$ cat src/sha256_message_hasher_assert.svh
// assertion macros for the message hasher
`ifndef SHA256_MESSAGE_HASHER_ASSERT_SVH
`define SHA256_MESSAGE_HASHER_ASSERT_SVH

// implication checked on every edge outside reset
`define SHA_ASSERT_IMPL(lbl, ante, cons, msg) \
  lbl: assert property (@(posedge clk) disable iff (rst) (ante) |-> (cons)) \
    else $error(msg);

// next-cycle implication checked outside reset
`define SHA_ASSERT_NEXT(lbl, ante, cons, msg) \
  lbl: assert property (@(posedge clk) disable iff (rst) (ante) |=> (cons)) \
    else $error(msg);

`endif

$ cat src/sha_pkg.sv
package sha_pkg;

  localparam logic [1:0] OP_BYTE   = 2'd0;
  localparam logic [1:0] OP_LAST   = 2'd1;
  localparam logic [1:0] OP_FINISH = 2'd2;
  localparam logic [1:0] OP_NONE   = 2'd3;

  typedef logic [31:0] word_t;

  function automatic word_t round_k(input logic [5:0] t);
    word_t k;
    case (t)
      6'd0: k = 32'h428a2f98;  6'd1: k = 32'h71374491;  6'd2: k = 32'hb5c0fbcf;
      6'd3: k = 32'he9b5dba5;  6'd4: k = 32'h3956c25b;  6'd5: k = 32'h59f111f1;
      6'd6: k = 32'h923f82a4;  6'd7: k = 32'hab1c5ed5;  6'd8: k = 32'hd807aa98;
      6'd9: k = 32'h12835b01;  6'd10: k = 32'h243185be; 6'd11: k = 32'h550c7dc3;
      6'd12: k = 32'h72be5d74; 6'd13: k = 32'h80deb1fe; 6'd14: k = 32'h9bdc06a7;
      6'd15: k = 32'hc19bf174; 6'd16: k = 32'he49b69c1; 6'd17: k = 32'hefbe4786;
      6'd18: k = 32'h0fc19dc6; 6'd19: k = 32'h240ca1cc; 6'd20: k = 32'h2de92c6f;
      6'd21: k = 32'h4a7484aa; 6'd22: k = 32'h5cb0a9dc; 6'd23: k = 32'h76f988da;
      6'd24: k = 32'h983e5152; 6'd25: k = 32'ha831c66d; 6'd26: k = 32'hb00327c8;
      6'd27: k = 32'hbf597fc7; 6'd28: k = 32'hc6e00bf3; 6'd29: k = 32'hd5a79147;
      6'd30: k = 32'h06ca6351; 6'd31: k = 32'h14292967; 6'd32: k = 32'h27b70a85;
      6'd33: k = 32'h2e1b2138; 6'd34: k = 32'h4d2c6dfc; 6'd35: k = 32'h53380d13;
      6'd36: k = 32'h650a7354; 6'd37: k = 32'h766a0abb; 6'd38: k = 32'h81c2c92e;
      6'd39: k = 32'h92722c85; 6'd40: k = 32'ha2bfe8a1; 6'd41: k = 32'ha81a664b;
      6'd42: k = 32'hc24b8b70; 6'd43: k = 32'hc76c51a3; 6'd44: k = 32'hd192e819;
      6'd45: k = 32'hd6990624; 6'd46: k = 32'hf40e3585; 6'd47: k = 32'h106aa070;
      6'd48: k = 32'h19a4c116; 6'd49: k = 32'h1e376c08; 6'd50: k = 32'h2748774c;
      6'd51: k = 32'h34b0bcb5; 6'd52: k = 32'h391c0cb3; 6'd53: k = 32'h4ed8aa4a;
      6'd54: k = 32'h5b9cca4f; 6'd55: k = 32'h682e6ff3; 6'd56: k = 32'h748f82ee;
      6'd57: k = 32'h78a5636f; 6'd58: k = 32'h84c87814; 6'd59: k = 32'h8cc70208;
      6'd60: k = 32'h90befffa; 6'd61: k = 32'ha4506ceb; 6'd62: k = 32'hbef9a3f7;
      default: k = 32'hc67178f2;
    endcase
    return k;
  endfunction

  function automatic word_t init_hash(input logic [2:0] i);
    word_t h;
    case (i)
      3'd0: h = 32'h6a09e667; 3'd1: h = 32'hbb67ae85;
      3'd2: h = 32'h3c6ef372; 3'd3: h = 32'ha54ff53a;
      3'd4: h = 32'h510e527f; 3'd5: h = 32'h9b05688c;
      3'd6: h = 32'h1f83d9ab; default: h = 32'h5be0cd19;
    endcase
    return h;
  endfunction

  function automatic word_t rotr(input word_t x, input int n);
    return (x >> n) | (x << (32 - n));
  endfunction

  // status from the compression core back to the front end
  typedef struct packed {
    logic start;
    logic busy;
  } core_ctl_t;

endpackage

$ cat src/sha256_message_hasher.sv
// channel  | handshake      | payload
// in       | in_valid/stall | opcode, data_byte
// out      | out_valid/stall| digest_word, word_index, last_word
// a byte is taken while in_stall is low; every 64th byte starts a block compression
// (one round per cycle through the working registers)
// finish pads byte by byte (up to 64+8 pad bytes, two blocks), then 8 outputs
// rst is synchronous and returns the chaining hash to the initial values
// in_stall is high while padding, compressing, sending the digest or reinitialising the hash
module sha256_message_hasher
  import sha_pkg::*;
(
  input  logic        clk,
  input  logic        rst,
  input  logic        in_valid,
  output logic        in_stall,
  input  logic [1:0]  opcode,
  input  logic [7:0]  data_byte,
  output logic        out_valid,
  input  logic        out_stall,
  output logic [31:0] digest_word,
  output logic [2:0]  word_index,
  output logic        last_word
);

  typedef enum logic [4:0] {
    S_IDLE = 5'b00001,
    S_WAIT = 5'b00010,
    S_PAD  = 5'b00100,
    S_OUT  = 5'b01000,
    S_DONE = 5'b10000
  } state_t;

  state_t      state;
  state_t      ret;
  logic [5:0]  fill;
  logic [63:0] bits;
  logic [23:0] acc;
  logic        wr_en;
  logic [3:0]  wr_addr;
  word_t       wr_data;
  logic        push;
  logic [7:0]  push_byte;
  logic        start;
  logic        init;
  logic        take;
  logic        out_take;
  logic        fin_req;
  core_ctl_t   ctl;
  word_t       hword;
  logic [7:0]  pad_byte;
  logic        pad_first;
  logic        pad_zero;

  assign take = in_valid && !in_stall;
  assign out_take = out_valid && !out_stall;
  assign in_stall = (state != S_IDLE);

  // padding byte for the current fill position
  // zeros before byte 56, and past it only while finishing the block that took the 0x80 at or past byte 56
  always_comb begin
    if (fill >= 6'd56 && !pad_zero) begin
      pad_byte = bits[{~fill[2:0], 3'b000} +: 8];
    end else begin
      pad_byte = 8'h00;
    end
  end

  always_comb begin
    push = 1'b0;
    push_byte = data_byte;
    if (state == S_IDLE && take && (opcode == OP_BYTE || opcode == OP_LAST)) begin
      push = 1'b1;
    end else if (state == S_PAD) begin
      push = 1'b1;
      push_byte = pad_first ? 8'h80 : pad_byte;
    end
  end

  assign wr_en = push && (fill[1:0] == 2'd3);
  assign wr_addr = fill[5:2];
  assign wr_data = {acc, push_byte};
  assign start = push && (fill == 6'd63);
  assign init = (state == S_DONE);

  sha_core u_core (
    .clk(clk), .rst(rst), .start(start), .init(init),
    .wr_en(wr_en), .wr_addr(wr_addr), .wr_data(wr_data),
    .hrd_idx(word_index), .hrd_data(hword), .ctl(ctl)
  );

  assign digest_word = hword;
  assign out_valid = (state == S_OUT);
  assign last_word = (word_index == 3'd7);

  assign fin_req = take && (opcode == OP_LAST || opcode == OP_FINISH);

  // byte packing, fill and length
  always_ff @(posedge clk) begin
    if (push) acc <= {acc[15:0], push_byte};
    if (rst || init) begin
      fill <= '0;
      bits <= '0;
    end else begin
      if (push) fill <= fill + 6'd1;
      if (state == S_IDLE && take && (opcode == OP_BYTE || opcode == OP_LAST))
        bits <= bits + 64'd8;
    end
  end

  // control sequencer
  always_ff @(posedge clk) begin
    if (rst) begin
      state <= S_IDLE;
      ret <= S_IDLE;
      pad_first <= 1'b0;
      pad_zero <= 1'b0;
      word_index <= '0;
    end else begin
      unique case (state)
        S_IDLE: begin
          pad_first <= fin_req;
          if (start) begin
            state <= S_WAIT;
            ret <= fin_req ? S_PAD : S_IDLE;
          end else if (fin_req) begin
            state <= S_PAD;
          end
        end
        S_WAIT: if (!ctl.busy && !ctl.start) state <= ret;
        S_PAD: begin
          pad_first <= 1'b0;
          if (start) begin
            state <= S_WAIT;
            pad_zero <= 1'b0;
            ret <= (!pad_first && !pad_zero) ? S_OUT : S_PAD;
          end else if (pad_first && fill >= 6'd56) begin
            pad_zero <= 1'b1;
          end
        end
        S_OUT: begin
          if (out_take) begin
            word_index <= word_index + 3'd1;
            if (word_index == 3'd7) state <= S_DONE;
          end
        end
        S_DONE: state <= S_IDLE;
        default: state <= S_IDLE;
      endcase
    end
  end

`include "sha256_message_hasher_assert.svh"

  `SHA_ASSERT_IMPL(a_no_take_busy, ctl.busy, in_stall, "input taken during compression")
  `SHA_ASSERT_IMPL(a_out_idle_core, out_valid, !ctl.busy, "digest sent while compressing")
  `SHA_ASSERT_NEXT(a_last_done, out_take && last_word, state == S_DONE, "no restart after digest")

endmodule

$ cat src/sha_core.sv
module sha_core
  import sha_pkg::*;
(
  input  logic        clk,
  input  logic        rst,
  input  logic        start,
  input  logic        init,
  // message word port into the schedule memory (one word per 4 bytes)
  input  logic        wr_en,
  input  logic [3:0]  wr_addr,
  input  word_t       wr_data,
  input  logic [2:0]  hrd_idx,
  output word_t       hrd_data,
  output core_ctl_t   ctl
);

  typedef enum logic [3:0] {
    C_IDLE = 4'b0001,
    C_LOAD = 4'b0010,
    C_RUN  = 4'b0100,
    C_ADD  = 4'b1000
  } cstate_t;

  cstate_t     state;
  logic [5:0]  t;
  word_t       a, b, c, d, e, f, g, h;
  word_t       hash [8];

  // schedule memory: 16 words, read at four addresses, so kept as a window
  word_t       sched [16];

  word_t w_cur, x15, x2, x7, x16, s0, s1, w_new, t1, t2;

  assign x16 = sched[t[3:0]];
  assign x15 = sched[t[3:0] + 4'd1];
  assign x7  = sched[t[3:0] + 4'd9];
  assign x2  = sched[t[3:0] + 4'd14];
  assign s0 = rotr(x15, 7) ^ rotr(x15, 18) ^ (x15 >> 3);
  assign s1 = rotr(x2, 17) ^ rotr(x2, 19) ^ (x2 >> 10);
  assign w_new = x16 + s0 + x7 + s1;
  assign w_cur = (t < 6'd16) ? x16 : w_new;

  assign t1 = h + (rotr(e, 6) ^ rotr(e, 11) ^ rotr(e, 25)) + ((e & f) ^ (~e & g))
              + round_k(t) + w_cur;
  assign t2 = (rotr(a, 2) ^ rotr(a, 13) ^ rotr(a, 22)) + ((a & b) ^ (a & c) ^ (b & c));

  assign hrd_data = hash[hrd_idx];
  assign ctl.start = start;
  assign ctl.busy = (state != C_IDLE);

  // schedule window writes
  always_ff @(posedge clk) begin
    if (wr_en) begin
      sched[wr_addr] <= wr_data;
    end else if (state == C_RUN && t >= 6'd16) begin
      sched[t[3:0]] <= w_new;
    end
  end

  // round sequencer
  always_ff @(posedge clk) begin
    if (rst) begin
      state <= C_IDLE;
      t <= '0;
    end else begin
      unique case (state)
        C_IDLE: if (start) state <= C_LOAD;
        C_LOAD: begin
          t <= '0;
          state <= C_RUN;
        end
        C_RUN: begin
          t <= t + 6'd1;
          if (t == 6'd63) state <= C_ADD;
        end
        C_ADD: state <= C_IDLE;
        default: state <= C_IDLE;
      endcase
    end
  end

  // working variables and chaining hash
  always_ff @(posedge clk) begin
    if (rst || init) begin
      for (int i = 0; i < 8; i++) hash[i] <= init_hash(3'(i));
    end else if (state == C_ADD) begin
      hash[0] <= hash[0] + a; hash[1] <= hash[1] + b;
      hash[2] <= hash[2] + c; hash[3] <= hash[3] + d;
      hash[4] <= hash[4] + e; hash[5] <= hash[5] + f;
      hash[6] <= hash[6] + g; hash[7] <= hash[7] + h;
    end
    if (state == C_LOAD) begin
      a <= hash[0]; b <= hash[1]; c <= hash[2]; d <= hash[3];
      e <= hash[4]; f <= hash[5]; g <= hash[6]; h <= hash[7];
    end else if (state == C_RUN) begin
      h <= g; g <= f; f <= e; e <= d + t1;
      d <= c; c <= b; b <= a; a <= t1 + t2;
    end
  end

endmodule

$ cat config.mk
export PLATFORM = sky130hd
export DESIGN_NAME = sha256_message_hasher
export DESIGN_NICKNAME = d
export VERILOG_FILES = /design/src/sha_pkg.sv /design/src/sha256_message_hasher.sv /design/src/sha_core.sv
export VERILOG_INCLUDE_DIRS = /design/src /design/src/src
export SDC_FILE = /design/constraint.sdc
export NUM_CORES = 2
export LEC_CHECK = 0
export BUFFER_PORTS_ARGS = -buffer_cell sky130_fd_sc_hd__buf_2
export CORE_ASPECT_RATIO = 0.5
export CORE_UTILIZATION = 35
export DETAILED_ROUTE_END_ITERATION = 12
export PLACE_DENSITY_LB_ADDON = 0.1
export SYNTH_ARGS = -nofsm -noshare
export SYNTH_HDL_FRONTEND = slang
export SYNTH_SLANG_ARGS = --single-unit
$ cat constraint.sdc
create_clock -name clk -period 26.5 [get_ports clk]
set_input_delay 5.3 -clock clk [delete_from_list [all_inputs] [get_ports clk]]
set_output_delay 5.3 -clock clk [all_outputs]
set_load 0.05 [all_outputs]
### Word-level counts from Yosys, hierarchy flattened

Memory sizes are Yosys's and may differ from the RTL's. A register that Yosys moved wholly into a read port is not among the register bits.
Index checks and enable logic that the tools add are counted.

| word-level totals | value |
|---|---|
| word-level logic and storage cells | 219 |
| ROM bits | 2048 |
| memories | 3 |
| output and inout bits | 38 |
| memory bits (writable) | 768 |
| input bits | 14 |
| latch bits | 0 |
| register bits after elaboration | 375 |

Memories:

| name | depth | bits a word | read ports | clocked after Yosys merged registers in | write ports | RTL line | source |
|---|---|---|---|---|---|---|---|
| (name not given) | 64 | 32 | 1 | 1 | 0 | sha_pkg.sv:12 | `case (t)` |
| u_core.sched | 16 | 32 | 4 | 1 | 1 | sha_core.sv:30 | `word_t sched [16];` |
| u_core.hash | 8 | 32 | 9 | 1 | 8 | sha_core.sv:27 | `word_t hash [8];` |

| operators by class | value |
|---|---|
| reductions and logical operators | 31 |
| shift-type cells | 1 |
| bitwise operators | 36 |
| order comparisons | 3 |
| muxes and demuxes | 77 |
| multipliers | 0 |
| divide/modulo/power cells | 0 |
| add/sub/neg operators | 25 |
| equality and inequality tests | 25 |

Operators with widths:

| operator | number |
|---|---|
| 2-to-1 mux 32 bit | 34 |
| adder 32 bit | 18 |
| bitwise XOR 32 bit | 9 |
| bitwise AND 32 bit | 5 |
| adder 64 x 4 -> 64 bit (second input constant) | 1 |
| indexed part select 64 x 7 -> 8 bit | 1 |
| 2-to-1 mux 5 bit | 8 |
| 2-to-1 mux 8 bit | 4 |
| inverter 32 bit | 1 |
| OR 10 x 32 -> 32 bit | 1 |
| OR 13 x 32 -> 32 bit | 1 |
| OR 14 x 32 -> 32 bit | 1 |
| OR 15 x 32 -> 32 bit | 1 |
| OR 19 x 32 -> 32 bit | 1 |
| OR 21 x 32 -> 32 bit | 1 |
| OR 25 x 32 -> 32 bit | 1 |
| OR 26 x 32 -> 32 bit | 1 |
| OR 30 x 32 -> 32 bit | 1 |
| OR 7 x 32 -> 32 bit | 1 |
| OR reduction 32 bit | 1 |
| bitwise XOR 32 x 22 -> 32 bit | 1 |
| bitwise XOR 32 x 29 -> 32 bit | 1 |
| 2-to-1 mux 4 bit | 6 |
| one-hot mux 5 bit (4 select lines) | 1 |
| 42 further kinds | 97 |

### Depth between registers and ports, before layout

An unclocked memory read counts as a cell.

| logic depth | value |
|---|---|
| depth after elaboration | 13 |
| mapped depth | 56 |
| depth with buffers taken out | 54 |

### Hierarchy

A second synthesis with hierarchy kept.

| second synthesis, totals | value |
|---|---|
| cell total of the unflattened synthesis | 7407 |
| area total of the unflattened synthesis | 83870.4 um^2 |

By module, submodules not included:

| module | sequential area each (um^2) | instances | area an instance (um^2) | cells an instance |
|---|---|---|---|---|
| sha_core | 31670.4 | 1 | 78734.3 | 6862 |
| sha256_message_hasher | 2322.2 | 1 | 5136.2 | 545 |

### Worst setup path after synthesis

No wires, ideal clock.

| timing path | value |
|---|---|
| kind | input -> register |
| start | in rst |
| end | mem u_core.hash[0][0] (netlist name), enable pin |
| arrival | 10562 ps |
| setup slack | 13962 ps |
| stages on the path | 5 |
| data required time | 24523 ps |
| buffers on the path | 3 |
| cell sequence | clkbuf_1 -> clkbuf_1 -> a31oi_1 -> clkbuf_1 -> nand2_1 |

RTL lines:

| element | RTL line | source |
|---|---|---|
| start, declared | sha256_message_hasher.sv:13 | `input logic rst,` |
| end, declared | sha_core.sv:27 |  |

### Worst setup path after layout

| timing path | value |
|---|---|
| start | reg u_core.t[0] |
| end | reg u_core.a[31] (data pin) |

| between the ends | value |
|---|---|
| cells in the longest elaborated chain, start to end | 13 |

RTL lines:

| element | RTL line | source |
|---|---|---|
| start, declared | sha_core.sv:25 | `logic [5:0] t;` |
| start signal, assigned | sha_core.sv:73 | `t <= t + 6'd1;` |
| adder 4 x 1 -> 4 bit | sha_core.sv:35 | `assign x15 = sched[t[3:0] + 4'd1];` |
| memory read (16 x 32 bit) | -- |  |
| OR 25 x 32 -> 32 bit or OR 14 x 32 -> 32 bit (tied branches) | sha_pkg.sv:51 | `return (x >> n) \| (x << (32 - n));` |
| bitwise XOR 32 bit | sha_core.sv:38 | `assign s0 = rotr(x15, 7) ^ rotr(x15, 18) ^ (x15 >> 3);` |
| bitwise XOR 32 x 29 -> 32 bit | sha_core.sv:38 |  |
| adder 32 bit (3 in series) | sha_core.sv:40 | `assign w_new = x16 + s0 + x7 + s1;` |
| 2-to-1 mux 32 bit * | sha_core.sv:41 | `assign w_cur = (t < 6'd16) ? x16 : w_new;` |
| adder 32 bit * | sha_core.sv:44 | `+ round_k(t) + w_cur;` |
| adder 32 bit * | sha_core.sv:97 | `d <= c; c <= b; b <= a; a <= t1 + t2;` |
| 2-to-1 mux 32 bit * | sha_core.sv:95 | `end else if (state == C_RUN) begin` |
| 2-to-1 mux 32 bit * | sha_core.sv:92 | `if (state == C_LOAD) begin` |
| end signal, assigned | sha_core.sv:93 | `a <= hash[0]; b <= hash[1]; c <= hash[2]; d <= hash[3];` |
| end, declared | sha_core.sv:26 | `word_t a, b, c, d, e, f, g, h;` |

Every way passes the cells marked *; elsewhere a longest branch is shown, timed or not. The select of a mux whose other input is x is not followed.
A chain may end at the register's enable or synchronous reset.

==> run metrics <==
Final nets 7785; distinct cell type count of the synthesized netlist 82; Num CTS Buffers 138; startpoint types register; cell repeated most along the worst path sky130_fd_sc_hd__a21oi_1; effective utilization at floorplan 35.46%; global routing met3 resource utilization 2.879%; CTS H-tree lvls 4; Max Transition Viols Final 0; RSZ-0062 raised after global routing no; final number of hold-violating endpoints 0; Cell Rows 125; outcome completed; met1 usage in global routing 35.02%; global-route wire length before repair 415700 um; Net Count, Synth 7862; post-detailed-route DRC marker count 0; Wirelength per Cell 27.70 um; startpoint of the most critical setup path u_core.t[0]; maximum number of pins on one net before global-route repair 152; library cell contributing the largest single delay on the critical path sky130_fd_sc_hd__buf_4; total chip power 4.211 mW; GRT Util Overall 23.60%; clk root buf sky130_fd_sc_hd__clkbuf_16; most frequently used flop master after synthesis sky130_fd_sc_hd__edfxtp_1; worst-skew pair later-pin latency 0.82 ns; Worst Skew 0.06628 ns; ports placed on the boundary 52; global route total overflow 0; top library cells by usage in the layout, fill and taps aside sky130_fd_sc_hd__nand2_1, sky130_fd_sc_hd__edfxtp_1, sky130_fd_sc_hd__mux4_2, sky130_fd_sc_hd__nor2_1, sky130_fd_sc_hd__inv_1; register bit count reported by yosys 1177; top fanout value on the critical path 49; layer carrying the most global-route usage met2; synthesized area 0.08292 mm^2; die footprint 0.2390 mm^2; Tightest Pin Transition 1.317 ns; final clock period utilization by the worst path 54.60%; gpl congestion 0.9340; average via count per standard cell 5.742; warning count from the yosys run 0; fraction of synthesized cell area taken by the top area cell type 37.95%; layout cell share with drive strength beyond 1 14.49%; number of global-route vias before repair 57.71k; total negative setup slack 0 ns; worst-case headroom to the max-slew limit 11.89%; routed via count 59.65k; initial antenna violation count 7; final setup violation count 0; sequential area share after synthesis 41.07%; number of cells traversed by the worst hold path 0; maximum VDD drop 0.04233 mV; category of the most critical setup path reg2reg; capturing point of the worst reg2reg path u_core.a[31]; Detailed Route Iter0 Violations 5927; Total Wirelength 287800 um; post-CTS resize count 0; post-cts hold buffer count 0; R2R Setup Slk 12.03 ns; clock tree from TritonCTS done; cell area after placement 0.08683 mm^2; async set-reset flop share out of synthesis 0%; leakage power figure 32.37 nW; IO buf count 51; Post-Synthesis Mean Instance Area 11.43 um^2; number of buffers inserted to repair setup after CTS 0; largest cells by area after synthesis sky130_fd_sc_hd__edfxtp_1, sky130_fd_sc_hd__mux4_2, sky130_fd_sc_hd__ha_1; GR Layer Usage met2 36.68%; required time reported for the critical path endpoint 26.99 ns; synthesized netlist cell count 7255; area of the placeable core 0.2338 mm^2; placed wire-length estimate after detailed placement 203400 um; Critical Path Sink Type register; Worst Hold Launch acc[14]; count of flip-flops with a built-in enable after synthesis 1048; cell area power density 46.23 mW/mm^2; Worst-path clk slew 0.07 ns; data arrival time of the worst path 14.96 ns; slowest stage delay, CP 0.85 ns; maximum achievable frequency 69.11 MHz; worst reg2reg path startpoint u_core.t[0]; Hold WC Path Type reg2reg; DIE HEIGHT 346.2 um; final design area excluding fillers 0.09110 mm^2; WHS Endpoint acc[22]; remaining antenna violation count 0; number of search-and-repair iterations in the first detailed-routing pass 6; most frequent standard cell in the layout excluding fill and tap cells sky130_fd_sc_hd__nand2_1; die span in x 690.3 um; library cell occupying the most area in the post-synthesis netlist sky130_fd_sc_hd__edfxtp_1; fraction of the core area covered by cells at the end of the flow 38.96%; synthesis-to-finish area growth 9.872%; worst-case clock buffer depth 4; clock net sink count 1177; shortest period the worst path allows 14.47 ns; count of cells along the worst register-to-register path 50; Max-Cap Viols 0
## layer usage
metal / wire [um] / share of wire, %
met1: 134100 / 47
met2: 128100 / 45
met3: 18020 / 6.3
met4: 7595 / 2.6
met5: 13 / 0.0045
## logic make-up (layout without fill, tap and decap cells)
logic type | after synthesis | in the layout | share of synthesized area [%]
adder cells (fa/ha/maj) | 611 | 611 | 10.93
AO/OA/AOI/OAI | 1289 | 1289 | 9.755
flip-flops | 1177 | 1177 | 41.07
buffers and inverters | 810 | 830 | 3.695
XOR/XNOR | 633 | 633 | 6.686
multiplexers | 702 | 702 | 17.35
other | 0 | 3 | 0
AND/OR/NAND/NOR | 2033 | 2033 | 10.52
## flip-flops by register name (all words and copies together) (netlist names), named ones only
| register | cells |
|---|---|
| u_core.a | 32 |
| bits | 61 |
| pad_first | 1 |
| u_core.t | 6 |
| u_core.h | 32 |
| u_core.d | 32 |
| u_core.c | 32 |
| fill | 6 |
| u_core.hash | 256 |
| acc | 24 |
| u_core.g | 32 |
| u_core.b | 32 |
| state | 5 |
| pad_zero | 1 |
| u_core.sched | 512 |
| ret | 3 |
| u_core.state | 4 |
| u_core.e | 32 |
| word_index | 3 |
| u_core.f | 32 |
## how the worst max path moves through the flow
| stage | to | depth (start not counted) | slack [ns] |
|---|---|---|---|
| final | u_core.a[31] | 50 | 12.03 |
| after detailed placement | u_core.a[31] | 50 | 12.09 |
| after global placement | u_core.a[31] | 50 | 12.11 |
| after global routing | u_core.a[31] | 50 | 11.08 |
| after CTS | u_core.a[31] | 50 | 12.04 |
| after floorplan | u_core.hash[0][0] | 5 | 13.96 |
## stage by stage
step	worst slack [ns]	hold slack, ns	instances
after floorplan	13.96	0.4222	7255
after global placement	12.11	0.4376	10149
after detailed placement	12.09	0.4392	10149
after CTS	12.04	0.4572	10386
after global routing	11.08	0.4685	10386
final	12.03	0.4552	10389
## cell usage after synthesis (11+ instances only)
| master | n |
|---|---|
| sky130_fd_sc_hd__a31oi_1 | 44 |
| sky130_fd_sc_hd__xnor2_1 | 397 |
| sky130_fd_sc_hd__inv_1 | 419 |
| sky130_fd_sc_hd__and2_1 | 13 |
| sky130_fd_sc_hd__nand3_1 | 103 |
| sky130_fd_sc_hd__a21oi_1 | 378 |
| sky130_fd_sc_hd__mux4_2 | 584 |
| sky130_fd_sc_hd__a211oi_1 | 44 |
| sky130_fd_sc_hd__and3_1 | 40 |
| sky130_fd_sc_hd__a31o_2 | 15 |
| sky130_fd_sc_hd__nand4_1 | 31 |
| sky130_fd_sc_hd__mux2_2 | 39 |
| sky130_fd_sc_hd__or3_1 | 33 |
| sky130_fd_sc_hd__o221ai_1 | 11 |
| sky130_fd_sc_hd__o21ai_0 | 327 |
| sky130_fd_sc_hd__o31ai_1 | 19 |
| sky130_fd_sc_hd__nor2_1 | 464 |
| sky130_fd_sc_hd__nor3_1 | 89 |
| sky130_fd_sc_hd__a221oi_1 | 15 |
| sky130_fd_sc_hd__maj3_1 | 18 |
| sky130_fd_sc_hd__o211ai_1 | 40 |
| sky130_fd_sc_hd__buf_1 | 74 |
| sky130_fd_sc_hd__o21bai_1 | 44 |
| sky130_fd_sc_hd__a21o_1 | 170 |
| sky130_fd_sc_hd__dfxtp_1 | 129 |
| sky130_fd_sc_hd__mux2i_1 | 79 |
| sky130_fd_sc_hd__xor2_1 | 236 |
| sky130_fd_sc_hd__a21boi_0 | 19 |
| sky130_fd_sc_hd__or2_2 | 15 |
| sky130_fd_sc_hd__nand2b_1 | 73 |
| sky130_fd_sc_hd__ha_1 | 398 |
| sky130_fd_sc_hd__edfxtp_1 | 1048 |
| sky130_fd_sc_hd__nand2_1 | 1074 |
| sky130_fd_sc_hd__o21a_1 | 46 |
| sky130_fd_sc_hd__fa_1 | 195 |
| sky130_fd_sc_hd__a211o_1 | 11 |
| sky130_fd_sc_hd__clkbuf_1 | 303 |
| sky130_fd_sc_hd__nor2b_1 | 53 |
## worst max-delay path, delay by kind of cell (launching register included)
kind / cells / cell delay, ns
buffers and inverters: 5 / 1.77
multiplexers: 3 / 1.69
AND/OR/NAND/NOR: 4 / 0.47
XOR/XNOR: 6 / 0.97
flip-flops: 1 / 0.84
adder cells (fa/ha/maj): 8 / 3.24
AO/OA/AOI/OAI: 24 / 5.10
## where the power goes
group	total (mW)	switching, mW	internal [mW]
Clock	1.90	0.818	1.09
Combinational	0.224	0.153	0.0705
Sequential	2.08	0.0237	2.06
## area by class of cell
type                            instances  area, um^2
Sequential cell                      1177       34080
Fill cell                           22502      142700
Clock inverter                         55       546.8
Antenna cell                            3       7.507
Multi-Input combinational cell       5268       46060
Tap cell                             3111        3892
Clock buffer                          182        3717
Timing Repair Buffer                  172        1214
Inverter                              421        1588
Power figures use the tool's default switching activity.
